--- config.mk ---
export PLATFORM = sky130hd
export DESIGN_NAME = float32_multiplier
export DESIGN_NICKNAME = d
export VERILOG_FILES = /design/src/hw/rtl/fmul_pkg.sv /design/src/hw/rtl/fmul_mult.sv /design/src/hw/rtl/fmul_round.sv /design/src/hw/rtl/float32_multiplier.sv
export SDC_FILE = /design/constraint.sdc
export NUM_CORES = 2
export LEC_CHECK = 0
export BUFFER_PORTS_ARGS = -buffer_cell sky130_fd_sc_hd__buf_2
export CORE_MARGIN = 5
export CORE_UTILIZATION = 55
export DETAILED_ROUTE_END_ITERATION = 7
export HOLD_SLACK_MARGIN = 0.02
export PLACE_DENSITY = 0.86
export SLEW_MARGIN = 10
export SYNTH_ARGS = -nofsm -noshare
export SYNTH_HDL_FRONTEND = slang
export SYNTH_SLANG_ARGS = --single-unit
--- constraint.sdc ---
create_clock -name clk -period 6.2 [get_ports clk]
set_clock_uncertainty 0.15 [all_clocks]
set_input_delay 0.93 -clock clk [delete_from_list [all_inputs] [get_ports clk]]
set_output_delay 0.93 -clock clk [all_outputs]
set_load 0.005 [all_outputs]
--- src/hw/rtl/fmul_pkg.sv ---
`timescale 1ns / 1ps
// ----------------------------------------------------------------------------
// fmul_pkg
// Types and constants shared by the binary32 multiplier pipeline.
// ----------------------------------------------------------------------------
package fmul_pkg;

    localparam int FracW = 23;
    localparam int ExpW  = 8;
    localparam int SigW  = FracW + 1;
    localparam int ProdW = 2 * SigW;
    localparam int InW   = 2 * (1 + ExpW + FracW);
    localparam int OutW  = 1 + ExpW + FracW + 2;
    localparam int OutTdataW = ((OutW + 7) / 8) * 8;
    localparam logic [9:0] ExpBias  = 10'd127;
    localparam logic [9:0] ExpMaxOk = 10'd254;

    // Control fields decoded from the operands
    typedef struct packed {
        logic             zero;      // result is a passed-through zero
        logic             zero_sign;
        logic             sign;
        logic [9:0]       exp;       // signed biased sum, two's complement
    } fmul_ctl_t;

    typedef struct packed {
        logic             sign;
        logic [ExpW-1:0]  exponent;
        logic [FracW-1:0] fraction;
        logic             underflow;
        logic             overflow;
    } fmul_result_t;

endpackage

--- src/hw/rtl/fmul_mult.sv ---
`timescale 1ns / 1ps
// ----------------------------------------------------------------------------
// fmul_mult
// Stage 1 and 2: operand decode and 24x24 significand multiply.
// ----------------------------------------------------------------------------
module fmul_mult (
    input  logic                          clk,
    input  logic                          rst_n,
    input  logic                          en,
    input  logic                          in_valid,
    input  logic [fmul_pkg::InW-1:0]      operands,
    output logic                          out_valid,
    output fmul_pkg::fmul_ctl_t           ctl,
    output logic [fmul_pkg::ProdW-1:0]    prod
);
    import fmul_pkg::*;

    logic             as, bs;
    logic [ExpW-1:0]  ae, be;
    logic [FracW-1:0] af, bf;
    fmul_ctl_t        ctl_next, ctl1_reg, ctl2_reg;
    logic [SigW-1:0]  siga_reg, sigb_reg;
    logic [ProdW-1:0] prod_reg;
    logic             v1_reg, v2_reg;

    assign {bf, be, bs, af, ae, as} = operands;

    always_comb
    begin
        ctl_next.zero      = ((ae == '0) && (af == '0)) || ((be == '0) && (bf == '0));
        ctl_next.zero_sign = ((ae == '0) && (af == '0)) ? as : bs;
        ctl_next.sign      = as ^ bs;
        ctl_next.exp       = {2'b00, ae} + {2'b00, be} - ExpBias;
    end

    always_ff @(posedge clk or negedge rst_n)
    begin
        if (!rst_n)
        begin
            v1_reg <= 1'b0;
            v2_reg <= 1'b0;
        end
        else if (en)
        begin
            v1_reg <= in_valid;
            v2_reg <= v1_reg;
        end
    end

    always_ff @(posedge clk)
    begin
        if (en)
        begin
            ctl1_reg <= ctl_next;
            siga_reg <= {1'b1, af};
            sigb_reg <= {1'b1, bf};
            ctl2_reg <= ctl1_reg;
            prod_reg <= siga_reg * sigb_reg;
        end
    end

    assign out_valid = v2_reg;
    assign ctl       = ctl2_reg;
    assign prod      = prod_reg;
endmodule

--- src/hw/rtl/fmul_round.sv ---
`timescale 1ns / 1ps
// ----------------------------------------------------------------------------
// fmul_round
// Stage 3 and 4: normalize and round, then range check and pack.
// ----------------------------------------------------------------------------
module fmul_round (
    input  logic                          clk,
    input  logic                          rst_n,
    input  logic                          en,
    input  logic                          in_valid,
    input  fmul_pkg::fmul_ctl_t           ctl,
    input  logic [fmul_pkg::ProdW-1:0]    prod,
    output logic                          out_valid,
    output fmul_pkg::fmul_result_t        result
);
    import fmul_pkg::*;

    logic [SigW:0]    sig;
    logic [9:0]       exp_n;
    logic [SigW:0]    sig_reg;
    logic [9:0]       exp_reg;
    fmul_ctl_t        ctl3_reg;
    logic             v3_reg, v4_reg;
    fmul_result_t     res_next, res_reg;
    logic [FracW-1:0] frac;
    logic [9:0]       exp_f;

    // round half up at the bit below the kept 24
    always_comb
    begin
        if (prod[ProdW-1])
        begin
            sig   = (SigW+1)'(({1'b0, prod} + (ProdW+1)'(1 << 23)) >> 24);
            exp_n = ctl.exp + 10'd1;
        end
        else
        begin
            sig   = (SigW+1)'(({1'b0, prod} + (ProdW+1)'(1 << 22)) >> 23);
            exp_n = ctl.exp;
        end
    end

    always_ff @(posedge clk or negedge rst_n)
    begin
        if (!rst_n)
        begin
            v3_reg <= 1'b0;
            v4_reg <= 1'b0;
        end
        else if (en)
        begin
            v3_reg <= in_valid;
            v4_reg <= v3_reg;
        end
    end

    always_comb
    begin
        if (sig_reg[SigW])
        begin
            frac  = sig_reg[FracW:1];
            exp_f = exp_reg + 10'd1;
        end
        else
        begin
            frac  = sig_reg[FracW-1:0];
            exp_f = exp_reg;
        end
        res_next = '0;
        if (ctl3_reg.zero)
            res_next.sign = ctl3_reg.zero_sign;
        else
        begin
            res_next.sign = ctl3_reg.sign;
            if (exp_f[9] || (exp_f == '0))
                res_next.underflow = 1'b1;
            else if (exp_f > ExpMaxOk)
                res_next.overflow = 1'b1;
            else
            begin
                res_next.exponent = exp_f[ExpW-1:0];
                res_next.fraction = frac;
            end
        end
    end

    always_ff @(posedge clk)
    begin
        if (en)
        begin
            sig_reg  <= sig;
            exp_reg  <= exp_n;
            ctl3_reg <= ctl;
            res_reg  <= res_next;
        end
    end

    assign out_valid = v4_reg;
    assign result    = res_reg;
endmodule

--- src/hw/rtl/float32_multiplier.sv ---
`timescale 1ns / 1ps
// ----------------------------------------------------------------------------
// float32_multiplier
// Pipelined IEEE 754 binary32 multiply, round to nearest ties up.
// ----------------------------------------------------------------------------
// Channel  Dir  Content
// s_axis   in   operands a and b
// m_axis   out  product fields and range flags
//
// Four register stages: decode, 24x24 multiply, round, range check and pack.
// One transaction per cycle while m_axis_tready is high.
// A stall freezes the whole pipeline; s_axis_tready is low only while the
// last stage holds an untaken result. Reset clears only the valid bits.
module float32_multiplier (
    input  logic                          clk,
    input  logic                          rst_n,
    input  logic                          s_axis_tvalid,
    output logic                          s_axis_tready,
    // a_sign, a_exponent, a_fraction, b_sign, b_exponent, b_fraction
    input  logic [fmul_pkg::InW-1:0]      s_axis_tdata,
    output logic                          m_axis_tvalid,
    input  logic                          m_axis_tready,
    // product_sign, product_exponent, product_fraction, underflow, overflow, pad
    output logic [fmul_pkg::OutTdataW-1:0] m_axis_tdata
);
    import fmul_pkg::*;

    logic         en, v2;
    fmul_ctl_t    ctl;
    logic [ProdW-1:0] prod;
    fmul_result_t res;

    assign en            = m_axis_tready || !m_axis_tvalid;
    assign s_axis_tready = en;

    fmul_mult u_mult (
        .clk(clk), .rst_n(rst_n), .en(en), .in_valid(s_axis_tvalid),
        .operands(s_axis_tdata), .out_valid(v2), .ctl(ctl), .prod(prod)
    );

    fmul_round u_round (
        .clk(clk), .rst_n(rst_n), .en(en), .in_valid(v2), .ctl(ctl),
        .prod(prod), .out_valid(m_axis_tvalid), .result(res)
    );

    assign m_axis_tdata = {(OutTdataW-OutW)'(0), res.overflow, res.underflow,
                           res.fraction, res.exponent, res.sign};
endmodule

* Word level (Yosys, flattened, before mapping)
Index checks and enable logic that the tools add are counted.
** Word-level totals
- Flip-flop bits (word level) :: 196
- Latch bits :: 0
- Bits in writable memories :: 0
- ROM bits :: 0
- Input port bits :: 68
- Output and inout bits :: 42
- Memories kept :: 0
** Operators by class
- Add/subtract/negate cells :: 6
- Multipliers :: 1
- Div/mod/pow operators :: 0
- $lt $le $gt $ge :: 1
- Eq/ne operators :: 0
- Shift operators :: 0
- Muxes and demuxes :: 8
- Bitwise gates (word level) :: 1
- Reductions and logical operators :: 13
** Operators with widths (count)
- $add 48x24->49 const B :: 1
- $add 48x23->48 const B :: 1
- $mul 24x24->48 :: 1
- $logic_not 23->1 :: 2
- $mux 25 :: 1
- $mux 23 :: 1
- $add 10x1->10 const B :: 2
- $mux 10 :: 2
- $logic_not 8->1 :: 2
- $gt 10x8->1 const B :: 1
- $logic_not 10->1 :: 1
- $sub 10x7->10 const B :: 1
- $add 8x8->9 :: 1
- $mux 1 :: 4
- $logic_or 1x1->1 :: 3
- $reduce_or 3->1 :: 1
- $logic_and 1x1->1 :: 2
- $reduce_or 2->1 :: 1
- $logic_not 1->1 :: 1
- $xor 1x1->1 :: 1

* Logic depth before layout (Yosys ltp)
- Depth in word-level cells :: 5
- Gate-level depth with buffers :: 26

* By module
A second synthesis with hierarchy kept.
** Unflattened totals
- Cell total of the unflattened synthesis :: 2717
- Area, all modules :: 27403.8 µm²
** By module, submodules not included
- fmul_mult :: instances 1, cells each 2323, area an instance 22850.7 µm², sequential area each 3653.5 µm²
- fmul_round :: instances 1, cells each 386, area an instance 4498.1 µm², sequential area each 2212.1 µm²
- float32_multiplier :: instances 1, cells each 8, area an instance 55.1 µm², sequential area each 0.0 µm²

* Worst setup path after synthesis
No wires, ideal clock.
- Path kind :: register to register
- Start :: register u_mult.sigb_reg[0]
- End :: register u_mult.prod_reg[44] (netlist: u_mult.prod[44]) (data pin)
- Arrival :: 6.332 ns
- Data required time :: 5.779 ns
- Path slack :: -0.553 ns
- Stages on the path, launching flop included :: 25
- Path buffers :: 1
- Period minus slack after synthesis :: 6.753 ns
- Path through :: edfxtp_1 -> clkbuf_1 -> and2_1 -> fa_1 -> fa_1 -> inv_1 -> fa_1 -> inv_1 -> fa_1 -> inv_1 -> fa_1 -> inv_1 -> fa_1 -> inv_1 -> fa_1 -> inv_1 -> ha_1 -> and4_4 -> and3_1 -> a31oi_1 -> o211ai_2 -> o21ba_4 -> a31oi_4 -> o21a_4 -> o211ai_1
** Between the ends
- Word-level cells in the longest chain between the ends :: 1
** RTL lines
- from (decl) :: line fmul_mult.sv:22 : logic [SigW-1:0] siga_reg, sigb_reg;
- from (signal assigned) :: line fmul_mult.sv:56 : sigb_reg <= {1'b1, bf};
- $mul 24x24->48 :: line fmul_mult.sv:58 : prod_reg <= siga_reg * sigb_reg;
- to (signal assigned) :: line fmul_mult.sv:58
- to (decl) :: line fmul_mult.sv:23 : logic [ProdW-1:0] prod_reg;
No other way between the ends.
A chain may end at the register's enable or synchronous reset.

* Worst setup path after layout
- Start :: register u_mult.sigb_reg[0]
- End :: register u_mult.prod_reg[39] (netlist: u_mult.prod[39]) (data pin)
Same word-level chain as after synthesis.

==> impl_metrics.csv <==
group,metric,value,unit
timing,max_slew.worst_pin.slew,913,ps
critical_path,setup.worst_path.start_class,"flop",
logic_synthesis,syn_inst,2682,
logic_synthesis,synth_edf_count,170,
global_route,gr-total-overflow,0,
clocking,h-tree-depth,4,
logic_synthesis,synth.most_common_cell,"inv_1",
timing,layout_setup_ws,-580,ps
floorplan,die_y,229,um
layout,fin_util,0.656,
layout,nets,3717,
logic_synthesis,synth_cell_types,79,
clocking,cts.sinks,174,
logic_synthesis,synth_commonest_cells,"inv_1, fa_1, nand2_1, and2_1, ha_1",
route,drt_iter0_markers,1714,
global_route,grt_max_degree,148,
layout,synthToLayoutAreaGrowth,18.4,%
floorplan,dieArea,52500,sq um
timing,finalSetupTns,-10780,ps
layout,seq_area,5200,sq um
timing,timing.fmax,147,MHz
logic_synthesis,yosys.area.top_type,"fa_1",
global_route,grt_pass1_wl,113,mm
layout,largest_reg_flops,34,
run_status,status,"complete, but fails checks",
timing,slew_violations,0,
critical_path,cp-end-kind,"flop",
critical_path,cp_max_fo,7,
floorplan,num_io_pins,110,
clocking,cts_tree,"built",
route,vias_per_cell,5.54,
critical_path,critPathRequiredTime,6390,ps
timing,relSlewSlack,0.386,
logic_synthesis,synth.avg_cell_area,9.85,sq um
critical_path,critPathKind,"flop to flop",
global_route,grt_usage,0.272,
clocking,holdBufCountCts,0,
clocking,path_clk_slew,90,ps
placement,portBuffers,103,
route,ant_nets,0,
placement,hpwlAfterDp,55.8,mm
layout,drive_above_1_share,0.205,
logic_synthesis,ys_warn_count,0,
critical_path,critical_path_arrival,6970,ps
clocking,ctsRootBufferMaster,"clkbuf_16",
logic_synthesis,yosysSeqAreaShare,0.197,
clocking,clk_latency,500,ps
logic_synthesis,synth-main-ff-cell,"edfxtp_1",
layout,multi_input_area,19100,sq um
route,drtPass1Iterations,6,
timing,post-route-period-util,1.09,
route,drc_errors,0,
logic_synthesis,synth_top_cell_area_share,0.365,
layout,stdcell_area,31300,sq um
placement,gp_congestion,0.986,
timing,setup-violations-final,26,
floorplan,core-area,47600,sq um
global_route,grt_pass1_vias,21700,
route,vias,20000,
clocking,cts.path.max_buffers,2,
global_route,grt_antenna_before_repair,0,
logic_synthesis,synth_area,26400,sq um
logic_synthesis,ys_seq_elements,174,
layout,fillers,3393,
placement,placedInstanceArea,29700,sq um
floorplan,initial_core_util,0.554,
timing,rsz0062_at_grt,"yes",
timing,hold_viol_final,0,
worst_hold_path,hold_class,"input pin to async pin",
clocking,cts_buffers,17,
timing,fin_crit,6780,ps
route,wire_per_inst,19.4,um
logic_synthesis,synthArstFlopShare,0.0230,
run_status,violations,"negative setup slack",
floorplan,rows,80,
logic_synthesis,synth.area.top_cells,"fa_1, edfxtp_1, ha_1",
route,wl,70.3,mm
floorplan,die-width,229,um
job,maxCapViolCount,0,
layout,n_antenna_cell,0,
==> layer usage <==
layer | vias to the layer above | GRT usage | share of wire
met2 | 1054 | 0.445 | 0.47
met3 | 246 | 0.0618 | 0.088
met4 | 0 | 0.137 | 0.058
met1 | 9922 | 0.342 | 0.38
li1 | 8806 | - | -
met5 | - | 0 | 0
==> critical path: stages (launching register included) <==
cell and delay [ps]:
edfxtp_1 460, buf_6 180, buf_12 130, and2_4 150
fa_1 450, fa_1 520, inv_2 50, fa_1 550
inv_2 40, fa_1 410, fa_1 530, fa_1 570
inv_1 60, fa_2 570, inv_2 50, ha_4 270
buf_4 120, nand2_1 80, a211o_1 290, a21oi_2 200
o21ai_2 110, a21o_1 220, nor3_1 250, a211o_1 180
==> timing repair <==
item,in CTS,in global routing
setup endpoints to repair,26,26
cloned,2,1
pin swaps,72,54
resized for setup,83,57
setup buffers,41,9
==> area by class of cell <==
cell class | count | share of cell area
Inverter | 592 | 0.0713
Sequential cell | 174 | 0.166
Timing Repair Buffer | 408 | 0.107
Tap cell | 615 | 0.0246
Multi-Input combinational cell | 1793 | 0.611
Clock buffer | 17 | 0.0136
Clock inverter | 15 | 0.00652
==> final timing paths <==
kind	startpoint	endpoint	slack (ps)	cells past startpoint
min	rst_n	u_round.v3_reg$_DFFE_PN0P_	70	1
max	u_mult.sigb_reg[0]$_DFFE_PP_	u_mult.prod[39]$_DFFE_PP_	-580	23
min in group clk	u_mult.ctl1_reg[7]$_DFFE_PP_	u_mult.ctl[7]$_DFFE_PP_	260	0
min reg2reg	u_mult.ctl1_reg[7]$_DFFE_PP_	u_mult.ctl[7]$_DFFE_PP_	260	0
max in group asynchronous	rst_n	u_mult.out_valid$_DFFE_PN0P_	5700	1
max reg2reg	u_mult.sigb_reg[0]$_DFFE_PP_	u_mult.prod[39]$_DFFE_PP_	-580	23
==> kinds of logic (layout without fill, tap and decap cells) <==
family,count (synthesis),after routing,synth area share
AO/OA/AOI/OAI,192,192,0.0477
XOR/XNOR,93,93,0.0308
adder cells (fa/ha/maj),663,663,0.451
buffers and inverters,720,1032,0.105
flip-flops,174,174,0.197
multiplexers,46,46,0.0179
other,1,6,0.000142
AND/OR/NAND/NOR,793,793,0.151
==> per-stage QoR <==
stage,worst slack (ps),hold WS (ps),std cells
floorplan,-162,250,2687
global placement,-581,250,3529
detailed placement,-651,255,3529
CTS,-554,37.3,3604
global route,-702,64.1,3614
finish,-580,72.0,3614
==> cells in the final DEF (no fill, tap or decap), types with 7 or more instances in the layout <==
cell       Yosys  layout
inv_1        590     568
fa_1         482     450
nand2_1      317     313
buf_4          7     246
and2_1       250     238
edfxtp_1     170     170
ha_1         181     162
buf_2          8     103
nor2_1        90      89
xnor2_1       54      54
a21oi_1       66      51
xor2_1        39      38
mux2i_1       35      35
fa_2           0      32
buf_12         0      32
nand3_1       30      29
nand4_1       27      27
o21ai_0       36      25
buf_6          3      24
inv_2          0      20
ha_4           0      19
a21o_1        18      18
clkbuf_16      0      18
a21oi_2        0      14
and2_4         1      13
and3_1        14      13
nor4_1        16      13
o21bai_1      12      12
mux2_2        11      11
o21ai_1        2       7
o21ai_2        1       7
Power is left out: the tool's default activity adds up to more than one toggle a clock period on the data nets, which glitch-free logic cannot reach.
